`src/hdl/owb_pkg.sv`:
```
// Package of the 1-Wire master: codes, register indexes, reset values and
// the structs passed between the modules. Depends on nothing.
package owb_pkg;

  localparam int unsigned CFG_W         = 10;
  localparam int unsigned CFG_IDX_W     = 3;
  localparam int unsigned BITS_PER_BYTE = 8;
  localparam int unsigned BIT_IDX_W     = $clog2(BITS_PER_BYTE);

  localparam logic [CFG_W-1:0] RST_RESET_LOW    = 10'd500;
  localparam logic [CFG_W-1:0] RST_PRES_WAIT    = 10'd70;
  localparam logic [CFG_W-1:0] RST_RECOVERY     = 10'd500;
  localparam logic [CFG_W-1:0] RST_SLOT_START   = 10'd5;
  localparam logic [CFG_W-1:0] RST_WRITE_HOLD   = 10'd55;
  localparam logic [CFG_W-1:0] RST_READ_SAMPLE  = 10'd5;
  localparam logic [CFG_W-1:0] RST_READ_TAIL    = 10'd50;

  typedef enum logic [1:0] {
    OP_TICK  = 2'd0,
    OP_RESET = 2'd1,
    OP_WRITE = 2'd2,
    OP_READ  = 2'd3
  } owb_op_e;

  typedef enum logic [CFG_IDX_W-1:0] {
    REG_RESET_LOW   = 3'd0,
    REG_PRES_WAIT   = 3'd1,
    REG_RECOVERY    = 3'd2,
    REG_SLOT_START  = 3'd3,
    REG_WRITE_HOLD  = 3'd4,
    REG_READ_SAMPLE = 3'd5,
    REG_READ_TAIL   = 3'd6
  } owb_reg_e;

  typedef struct packed {
    logic [CFG_W-1:0] reset_low_ticks;
    logic [CFG_W-1:0] presence_wait_ticks;
    logic [CFG_W-1:0] reset_recovery_ticks;
    logic [CFG_W-1:0] slot_start_ticks;
    logic [CFG_W-1:0] write_hold_ticks;
    logic [CFG_W-1:0] read_sample_ticks;
    logic [CFG_W-1:0] read_tail_ticks;
  } owb_cfg_t;

  typedef struct packed {
    logic       drive_low;
    logic       busy_res;
    logic       done_res;
    logic [7:0] read_data;
    logic       presence_bit;
    logic       rejected;
  } owb_res_t;

endpackage

```
`src/hdl/owb_if.sv`:
```
// Valid/ready channel interfaces of the 1-Wire master: tick input and result.
// Depends on nothing.
interface owb_in_if;
  logic       valid;
  logic       ready;
  logic [1:0] op;
  logic [7:0] write_data;
  logic       line_level;

  modport source (output valid, output op, output write_data, output line_level,
                  input ready);
  modport sink (input valid, input op, input write_data, input line_level,
                output ready);
endinterface

interface owb_out_if;
  logic       valid;
  logic       ready;
  logic       drive_low;
  logic       busy_res;
  logic       done_res;
  logic [7:0] read_data;
  logic       presence_bit;
  logic       rejected;

  modport source (output valid, output drive_low, output busy_res, output done_res,
                  output read_data, output presence_bit, output rejected,
                  input ready);
  modport sink (input valid, input drive_low, input busy_res, input done_res,
                input read_data, input presence_bit, input rejected,
                output ready);
endinterface

```
`src/hdl/owb_cfg.sv`:
```
// Configuration register file of the 1-Wire master: seven slot timings.
// Depends on owb_pkg.
module owb_cfg (
  input  logic                            clk_i,
  input  logic                            rst_ni,
  input  logic                            cfg_we_i,
  input  logic [owb_pkg::CFG_IDX_W-1:0]   cfg_idx_i,
  input  logic [owb_pkg::CFG_W-1:0]       cfg_data_i,
  output owb_pkg::owb_cfg_t               cfg_o
);
  import owb_pkg::*;

  owb_cfg_t cfg_q;
  owb_cfg_t cfg_d;

  always_comb begin
    cfg_d = cfg_q;
    if (cfg_we_i) begin
      case (owb_reg_e'(cfg_idx_i))
        REG_RESET_LOW:   cfg_d.reset_low_ticks      = cfg_data_i;
        REG_PRES_WAIT:   cfg_d.presence_wait_ticks  = cfg_data_i;
        REG_RECOVERY:    cfg_d.reset_recovery_ticks = cfg_data_i;
        REG_SLOT_START:  cfg_d.slot_start_ticks     = cfg_data_i;
        REG_WRITE_HOLD:  cfg_d.write_hold_ticks     = cfg_data_i;
        REG_READ_SAMPLE: cfg_d.read_sample_ticks    = cfg_data_i;
        REG_READ_TAIL:   cfg_d.read_tail_ticks      = cfg_data_i;
        default: ;
      endcase
    end
  end

  always_ff @(posedge clk_i or negedge rst_ni) begin
    if (!rst_ni) begin
      cfg_q.reset_low_ticks      <= RST_RESET_LOW;
      cfg_q.presence_wait_ticks  <= RST_PRES_WAIT;
      cfg_q.reset_recovery_ticks <= RST_RECOVERY;
      cfg_q.slot_start_ticks     <= RST_SLOT_START;
      cfg_q.write_hold_ticks     <= RST_WRITE_HOLD;
      cfg_q.read_sample_ticks    <= RST_READ_SAMPLE;
      cfg_q.read_tail_ticks      <= RST_READ_TAIL;
    end else begin
      cfg_q <= cfg_d;
    end
  end

  assign cfg_o = cfg_q;

endmodule

```
`src/hdl/owb_core.sv`:
```
// Bus sequencer of the 1-Wire master: reset, write and read slot timing.
// Depends on owb_pkg; advances one tick on every accepted input transfer.
module owb_core #(
  parameter int unsigned COUNT_WIDTH = 10
) (
  input  logic               clk_i,
  input  logic               rst_ni,
  input  logic               step_i,
  input  logic [1:0]         op_i,
  input  logic [7:0]         write_data_i,
  input  logic               line_level_i,
  input  owb_pkg::owb_cfg_t  cfg_i,
  output owb_pkg::owb_res_t  res_o
);
  import owb_pkg::*;

  localparam int unsigned LimW = (COUNT_WIDTH > CFG_W) ? COUNT_WIDTH : CFG_W;
  localparam logic [COUNT_WIDTH-1:0] CntMax = '1;
  localparam logic [BIT_IDX_W-1:0] LastBit = BIT_IDX_W'(BITS_PER_BYTE - 1);

  typedef enum logic [2:0] {
    PH_IDLE, PH_RST_LOW, PH_RST_WAIT, PH_RST_REC,
    PH_SLOT_LOW, PH_WR_HOLD, PH_RD_WAIT, PH_RD_TAIL
  } phase_e;

  function automatic logic [COUNT_WIDTH-1:0] lim(input logic [CFG_W-1:0] r);
    logic [LimW-1:0] rx;
    logic [LimW-1:0] mx;
    rx = LimW'(r);
    mx = LimW'(CntMax);
    return (rx > mx) ? COUNT_WIDTH'(mx) : COUNT_WIDTH'(rx);
  endfunction

  phase_e                 phase_q, phase_d, ph;
  logic [COUNT_WIDTH-1:0] cnt_q, cnt_d, cnt, cnt_inc;
  logic [BIT_IDX_W-1:0]   bidx_q, bidx_d, bidx;
  logic [7:0]             shift_q, shift_d, sh;
  owb_op_e                cmd_q, cmd_d;
  logic                   pres_q, pres_d;
  logic [7:0]             rdh_q, rdh_d;
  logic                   start;
  logic                   drive, done;

  always_comb begin
    start   = (phase_q == PH_IDLE) && (owb_op_e'(op_i) != OP_TICK);
    ph      = phase_q;
    cnt     = cnt_q;
    bidx    = bidx_q;
    sh      = shift_q;
    cmd_d   = cmd_q;
    if (start) begin
      cmd_d = owb_op_e'(op_i);
      cnt   = '0;
      bidx  = '0;
      sh    = (owb_op_e'(op_i) == OP_WRITE) ? write_data_i : 8'h00;
      ph    = (owb_op_e'(op_i) == OP_RESET) ? PH_RST_LOW : PH_SLOT_LOW;
    end
    cnt_inc = (cnt == CntMax) ? cnt : cnt + 1'b1;

    phase_d = ph;
    cnt_d   = cnt;
    bidx_d  = bidx;
    shift_d = sh;
    pres_d  = pres_q;
    rdh_d   = rdh_q;
    drive   = 1'b0;
    done    = 1'b0;

    case (ph)
      PH_IDLE: ;
      PH_RST_LOW: begin
        drive = 1'b1;
        cnt_d = cnt_inc;
        if (cnt_inc >= lim(cfg_i.reset_low_ticks)) begin
          phase_d = PH_RST_WAIT;
          cnt_d   = '0;
        end
      end
      PH_RST_WAIT: begin
        cnt_d = cnt_inc;
        if (cnt_inc >= lim(cfg_i.presence_wait_ticks)) begin
          pres_d  = line_level_i;
          phase_d = PH_RST_REC;
          cnt_d   = '0;
        end
      end
      PH_RST_REC: begin
        cnt_d = cnt_inc;
        if (cnt_inc >= lim(cfg_i.reset_recovery_ticks)) begin
          phase_d = PH_IDLE;
          cnt_d   = '0;
          done    = 1'b1;
        end
      end
      PH_SLOT_LOW: begin
        drive = 1'b1;
        cnt_d = cnt_inc;
        if (cnt_inc >= lim(cfg_i.slot_start_ticks)) begin
          cnt_d   = '0;
          phase_d = (cmd_d == OP_WRITE) ? PH_WR_HOLD : PH_RD_WAIT;
        end
      end
      PH_RD_WAIT: begin
        cnt_d = cnt_inc;
        if (cnt_inc >= lim(cfg_i.read_sample_ticks)) begin
          shift_d[bidx] = sh[bidx] | line_level_i;
          phase_d       = PH_RD_TAIL;
          cnt_d         = '0;
        end
      end
      PH_WR_HOLD, PH_RD_TAIL: begin
        if ((ph == PH_WR_HOLD && cnt < lim(cfg_i.write_hold_ticks)) ||
            (ph == PH_RD_TAIL && cnt < lim(cfg_i.read_tail_ticks))) begin
          drive = (ph == PH_WR_HOLD) ? ~sh[bidx] : 1'b0;
          cnt_d = cnt_inc;
        end else begin
          // The released tick that closes the slot.
          cnt_d = '0;
          if (bidx == LastBit) begin
            if (cmd_d == OP_READ) begin
              rdh_d = sh;
            end
            phase_d = PH_IDLE;
            bidx_d  = '0;
            done    = 1'b1;
          end else begin
            bidx_d  = bidx + 1'b1;
            phase_d = PH_SLOT_LOW;
          end
        end
      end
      default: ;
    endcase

    res_o.drive_low    = drive;
    res_o.busy_res     = (ph != PH_IDLE);
    res_o.done_res     = done;
    res_o.read_data    = rdh_d;
    res_o.presence_bit = pres_d;
    res_o.rejected     = (phase_q != PH_IDLE) && (owb_op_e'(op_i) != OP_TICK);
  end

  always_ff @(posedge clk_i or negedge rst_ni) begin
    if (!rst_ni) begin
      phase_q <= PH_IDLE;
      cnt_q   <= '0;
      bidx_q  <= '0;
      shift_q <= '0;
      cmd_q   <= OP_TICK;
      pres_q  <= 1'b1;
      rdh_q   <= '0;
    end else if (step_i) begin
      phase_q <= phase_d;
      cnt_q   <= cnt_d;
      bidx_q  <= bidx_d;
      shift_q <= shift_d;
      cmd_q   <= cmd_d;
      pres_q  <= pres_d;
      rdh_q   <= rdh_d;
    end
  end

endmodule

```
`src/hdl/onewire_bus_master_unit.sv`:
```
// Channel   Dir  Transfer carries
// in_i      in   op, write_data, line_level (one bus tick)
// out_o     out  drive_low, busy_res, done_res, read_data, presence_bit, rejected
// cfg_*     in   register index and 10-bit tick count, one write per cycle
//
// One tick is taken per cycle while ready; its result appears in the
// next cycle, from a result register fed by the sequencer's single-pass logic.
// The input stays ready while the result register is empty or being taken,
// so a stalled result blocks new ticks only until out_o.ready returns.
// Reset sets the sequencer to idle and all timing registers to their defaults.
//
// Top level of the 1-Wire master. Depends on owb_pkg, owb_if, owb_cfg, owb_core.
module onewire_bus_master_unit #(
  parameter int unsigned COUNT_WIDTH = 10
) (
  input  logic                          clk_i,
  input  logic                          rst_ni,
  owb_in_if.sink                        in_i,
  owb_out_if.source                     out_o,
  input  logic                          cfg_we_i,
  input  logic [owb_pkg::CFG_IDX_W-1:0] cfg_idx_i,
  input  logic [owb_pkg::CFG_W-1:0]     cfg_data_i
);
  import owb_pkg::*;

  owb_cfg_t cfg;
  owb_res_t res;
  owb_res_t res_q;
  logic     out_valid_q;
  logic     step;

  assign in_i.ready = !out_valid_q || out_o.ready;
  assign step       = in_i.valid && in_i.ready;

  owb_cfg u_cfg (
    .clk_i      (clk_i),
    .rst_ni     (rst_ni),
    .cfg_we_i   (cfg_we_i),
    .cfg_idx_i  (cfg_idx_i),
    .cfg_data_i (cfg_data_i),
    .cfg_o      (cfg)
  );

  owb_core #(
    .COUNT_WIDTH (COUNT_WIDTH)
  ) u_core (
    .clk_i        (clk_i),
    .rst_ni       (rst_ni),
    .step_i       (step),
    .op_i         (in_i.op),
    .write_data_i (in_i.write_data),
    .line_level_i (in_i.line_level),
    .cfg_i        (cfg),
    .res_o        (res)
  );

  always_ff @(posedge clk_i or negedge rst_ni) begin
    if (!rst_ni) begin
      out_valid_q <= 1'b0;
    end else if (step) begin
      out_valid_q <= 1'b1;
    end else if (out_o.ready) begin
      out_valid_q <= 1'b0;
    end
  end

  always_ff @(posedge clk_i) begin
    if (step) begin
      res_q <= res;
    end
  end

  assign out_o.valid        = out_valid_q;
  assign out_o.drive_low    = res_q.drive_low;
  assign out_o.busy_res     = res_q.busy_res;
  assign out_o.done_res     = res_q.done_res;
  assign out_o.read_data    = res_q.read_data;
  assign out_o.presence_bit = res_q.presence_bit;
  assign out_o.rejected     = res_q.rejected;

endmodule

```
`src/flat_wrapper.sv`:
```
// flat-port wrapper written by rule: the top's interface ports become plain ports
module onewire_bus_master_unit_flat import owb_pkg::*;
#(
  parameter int unsigned COUNT_WIDTH = 10
)
  (clk_i, rst_ni, cfg_we_i, cfg_idx_i, cfg_data_i, in_i_valid, in_i_op, in_i_write_data, in_i_line_level, in_i_ready, out_o_valid, out_o_drive_low, out_o_busy_res, out_o_done_res, out_o_read_data, out_o_presence_bit, out_o_rejected, out_o_ready);
  owb_in_if in_i_i ();
  owb_out_if out_o_i ();
  input  logic clk_i;
  input  logic rst_ni;
  input  logic cfg_we_i;
  input  logic [owb_pkg::CFG_IDX_W-1:0] cfg_idx_i;
  input  logic [owb_pkg::CFG_W-1:0] cfg_data_i;
  input wire logic [$bits(in_i_i.valid)-1:0] in_i_valid;
  input wire logic [$bits(in_i_i.op)-1:0] in_i_op;
  input wire logic [$bits(in_i_i.write_data)-1:0] in_i_write_data;
  input wire logic [$bits(in_i_i.line_level)-1:0] in_i_line_level;
  output wire logic [$bits(in_i_i.ready)-1:0] in_i_ready;
  output wire logic [$bits(out_o_i.valid)-1:0] out_o_valid;
  output wire logic [$bits(out_o_i.drive_low)-1:0] out_o_drive_low;
  output wire logic [$bits(out_o_i.busy_res)-1:0] out_o_busy_res;
  output wire logic [$bits(out_o_i.done_res)-1:0] out_o_done_res;
  output wire logic [$bits(out_o_i.read_data)-1:0] out_o_read_data;
  output wire logic [$bits(out_o_i.presence_bit)-1:0] out_o_presence_bit;
  output wire logic [$bits(out_o_i.rejected)-1:0] out_o_rejected;
  input wire logic [$bits(out_o_i.ready)-1:0] out_o_ready;
  assign in_i_i.valid = in_i_valid;
  assign in_i_i.op = in_i_op;
  assign in_i_i.write_data = in_i_write_data;
  assign in_i_i.line_level = in_i_line_level;
  assign in_i_ready = in_i_i.ready;
  assign out_o_valid = out_o_i.valid;
  assign out_o_drive_low = out_o_i.drive_low;
  assign out_o_busy_res = out_o_i.busy_res;
  assign out_o_done_res = out_o_i.done_res;
  assign out_o_read_data = out_o_i.read_data;
  assign out_o_presence_bit = out_o_i.presence_bit;
  assign out_o_rejected = out_o_i.rejected;
  assign out_o_i.ready = out_o_ready;
  onewire_bus_master_unit #(.COUNT_WIDTH(COUNT_WIDTH)) u_core (.clk_i(clk_i), .rst_ni(rst_ni), .in_i(in_i_i), .out_o(out_o_i), .cfg_we_i(cfg_we_i), .cfg_idx_i(cfg_idx_i), .cfg_data_i(cfg_data_i));
endmodule
```
`config.mk`:
```
export PLATFORM = sky130hd
export DESIGN_NAME = onewire_bus_master_unit_flat
export DESIGN_NICKNAME = d
export VERILOG_FILES = /design/src/hdl/owb_pkg.sv /design/src/hdl/owb_if.sv /design/src/hdl/owb_cfg.sv /design/src/hdl/owb_core.sv /design/src/hdl/onewire_bus_master_unit.sv /design/src/flat_wrapper.sv
export SDC_FILE = /design/constraint.sdc
export NUM_CORES = 1
export LEC_CHECK = 0
export ABC_AREA = 1
export BUFFER_PORTS_ARGS = -buffer_cell sky130_fd_sc_hd__buf_2
export CAP_MARGIN = 15
export CORE_AREA = 4 4 123 125
export DETAILED_ROUTE_END_ITERATION = 8
export DIE_AREA = 0 0 127 129
export PLACE_DENSITY = 0.72
export SLEW_MARGIN = 10
export SYNTH_ARGS = -nofsm -noshare
export SYNTH_HDL_FRONTEND = slang
export SYNTH_SLANG_ARGS = --single-unit
```
`constraint.sdc`:
```
create_clock -name clk_i -period 7.1 [get_ports clk_i]
set_input_delay 0.355 -clock clk_i [delete_from_list [all_inputs] [get_ports clk_i]]
set_output_delay 0.355 -clock clk_i [all_outputs]
set_load 0.005 [all_outputs]
```
==> out/metrics.csv <==
metric,value,unit
status,"complete, no violations",
first-pass GRT wire length,30270,um
leakage power,4.313,nW
post-CTS resize count,0,
Rows,43,
Worst R2R End,u_core.u_core.cnt_q[2]$_DFFE_PN0P_,
synthesized area,0.007641,mm2
Placed Area,0.007968,mm2
htree depth,4,
area occupied by registers,0.003078,mm2
top-area cell type share of the netlist area,0.2554,
Mapped Nets,1070,
clk root buf,clkbuf_16,
Setup Buffers After CTS,0,
initial antenna violation count,0,
register area share after synthesis,0.4028,
vias,6336,
Final Cycle Share,0.5869,
crit path max fanout,24,
hold crit path type,in -> reg,
top-count cell post-synth,nand2_1,
Diodes inserted,0,
area grow syn2layout,12.30,%
number of synthesized register bits,119,
largest area contributor in the netlist,dfrtp_1,
die height,129,um
clk_skew,0.008990,ns
Mapped Cells,972,
ANT nets after route,0,
core box area,0.01388,mm2
Initial DRT Pass Iterations,5,
Hold Path End,u_core.out_o.valid$_DFFE_PN0P_,
hold_sp,out_o_ready,
grt total ovfl,0,
area occupied by multi-input gates,0.003845,mm2
Rel. slew slack,0.3756,
total CTS buffers,17,
"Hold Vio Cnt, Final",0,
gr usage total,0.2343,
final critical-path required period,4.167,ns
DP HPWL,13250,um
Setup CP Type,reg -> reg,
P per Cell Area,424.5,mW/mm2
Initial Utilization,0.5505,
Fillers,1234,
DRT iter0 DRCs,382,
Top delay family on crit path,simple AND/OR/NAND/NOR gates,
Max Cap Viol,0,
distinct cell type count after synthesis,43,
worst vdd ir,206.2,uV
Vias per Instance,5.276,
Post-synth top cells,"229 x nand2_1, 146 x inv_1, 96 x o21ai_0, 78 x dfrtp_1, 77 x nor2_1",
Worst R2R Setup Slack,2.93,ns
"Setup violations, final",0,
largest net degree at the start of global routing,73,
post-cts hold buffer count,1,
Area contributors post-synth,"dfrtp_1 26%, ha_1 11%, nand2_1 11%",
worst r2r src,u_core.u_core.phase_q[0]$_DFFE_PN0P_,
Crit. End Element,flop,
IO Count,44,
most frequent CP cell,nor2_1,
crit path max-delay cell type,dfrtp_1,
Min Hold Slack,0.2174,ns
"EDFF count, synth",13,
"Design Area, Final",0.008581,mm2
buffers and inverters on the worst path,2,
"Net count, final",1106,
Final Core Density,0.6182,
Placed Instances,1168,
# port buffers,43,
post-route setup TNS,0,ns
Least-Margin Pin Slew,0.9367,ns
TritonCTS clock tree,done,
critical path required time,7.41,ns
gpl congestion,0.8907,
startpoint types,flop,
async set or reset register ratio after synthesis,0.8908,
Die W,127,um
ys flop type,dfrtp_1,
"Clk Latency, worst-skew pair",0.43,ns
Hold Crit Depth,4,
RSZ-0062 raised after global routing,false,
WP data arrival,4.48,ns
R2R depth,21,
DRC Markers,0,
CP cell instances,"nor2_4, nand3_4, nand2_2, inv_1, ha_1, nand3_2, nor2_8, nand2_1, clkinv_1, nand3_2, nand2_1, ha_1, nand2_1, nor2_1, o211ai_1, o2111ai_1, nor2_1, nor2_1, nand4_2, a21oi_1, nor2_1",
vias in the first global route,6128,
"Largest stage delay, worst path",0.45,ns
DIE AREA,0.01638,mm2
maximum clock insertion buffer count,2,
Layout Cells excl Fill,1201,
Slew Limit Fails,0,
DR WL/cell,15.12,um
YS warnings,0,
Routed WL,18160,um
synthesized area per cell,7.861,um2
clock sink count,119,
layout cells sized above 1,0.1538,
FMAX,240.0,MHz
"Reg clk slew, reported paths",0.06,ns
-- metal layers --
metal | global-route usage | vias to the layer above | wire length, um
li1 | - | 3214 | -
met3 | 0.06268 | 52 | 1142
met4 | 0.1085 | 0 | 593
met2 | 0.3562 | 171 | 7975
met1 | 0.3141 | 2899 | 8444
met5 | 0 | - | 0
-- flip-flops by register name, indices dropped and copies added (netlist names), 2 cells and up --
signal                  flops
u_core.u_core.phase_q       3
u_core.out_o.read_data      8
u_core.u_core.cnt_q        10
u_core.u_core.rdh_q         8
u_core.u_core.bidx_q        3
u_core.u_core.cmd_q         2
u_core.u_cfg.cfg_o         70
u_core.u_core.shift_q       8
-- logic make-up (layout without fill, tap and decap cells) --
family                   after synthesis  in the layout  share of synthesized area
AND/OR/NAND/NOR                      411            411                     0.2466
buffers and inverters                185            234                    0.09399
AO/OA/AOI/OAI                        180            180                     0.1325
flip-flops                           119            119                     0.4028
adder cells (fa/ha/maj)               69             69                     0.1130
XOR/XNOR                               8              8                    0.01113
-- tightest hold or removal path: stages --
cell and delay (ns):
buf_2 0.08, inv_1 0.03, nand2_1 0.08, nand2_1 0.06
-- layout make-up --
type                    count  area share
multi-input cells         668      0.4481
well taps                 180     0.02625
clock inverters            15     0.02071
inverters                 156     0.06839
clock buffers              17     0.04958
repair buffers             46     0.02829
flip-flops and latches    119      0.3587
-- how the worst max path moves through the flow --
stage                                         startpoint                            endpoint  slack, ns  depth (start not counted)
floorplan           u_core.u_core.phase_q[0]$_DFFE_PN0P_  u_core.u_core.cnt_q[1]$_DFFE_PN0P_       3.66                         23
global placement                              in_i_op[0]  u_core.u_core.cnt_q[2]$_DFFE_PN0P_       3.04                         22
detailed placement                            in_i_op[0]  u_core.u_core.cnt_q[0]$_DFFE_PN0P_       2.96                         22
CTS                 u_core.u_core.phase_q[0]$_DFFE_PN0P_  u_core.u_core.cnt_q[4]$_DFFE_PN0P_       2.97                         21
global route        u_core.u_core.phase_q[0]$_DFFE_PN0P_  u_core.u_core.cnt_q[2]$_DFFE_PN0P_       2.53                         21
finish              u_core.u_core.phase_q[0]$_DFFE_PN0P_  u_core.u_core.cnt_q[2]$_DFFE_PN0P_       2.93                         21
-- layout by cell type, fill, tap and decap left out, drive strengths merged --
cell type	instances
buf	45
clkinv	11
xor2	8
a21oi	47
o211ai	14
a21boi	3
edfxtp	13
inv	153
nand4	13
nand3	56
a31oi	2
a21o	3
o31ai	2
bufinv	3
nand2	244
o21a	4
dfrtp	78
dfstp	28
dlygate4sd3	1
nor2	85
and2	8
o22ai	1
nor3	5
clkbuf	17
ha	69
o2111ai	2
o21ai	102
clkinvlp	4
-- through the flow --
stage | power [W] | setup slack, ns
2_1_floorplan | 0.002321 | 3.656
3_3_place_gp | 0.002701 | 3.043
3_5_place_dp | 0.002750 | 2.959
4_1_cts | 0.003658 | 2.967
5_1_grt | 0.003980 | 2.528
6_report | 0.003643 | 2.933
-- where the power goes --
group | switching [W] | internal, W | total, W
clock network | 0.000333 | 0.000551 | 0.000885
registers | 0.000122 | 0.000890 | 0.00101
logic | 0.00113 | 0.000611 | 0.00175
total | 0.00159 | 0.00205 | 0.00364
(Power assumes the default switching activity.)
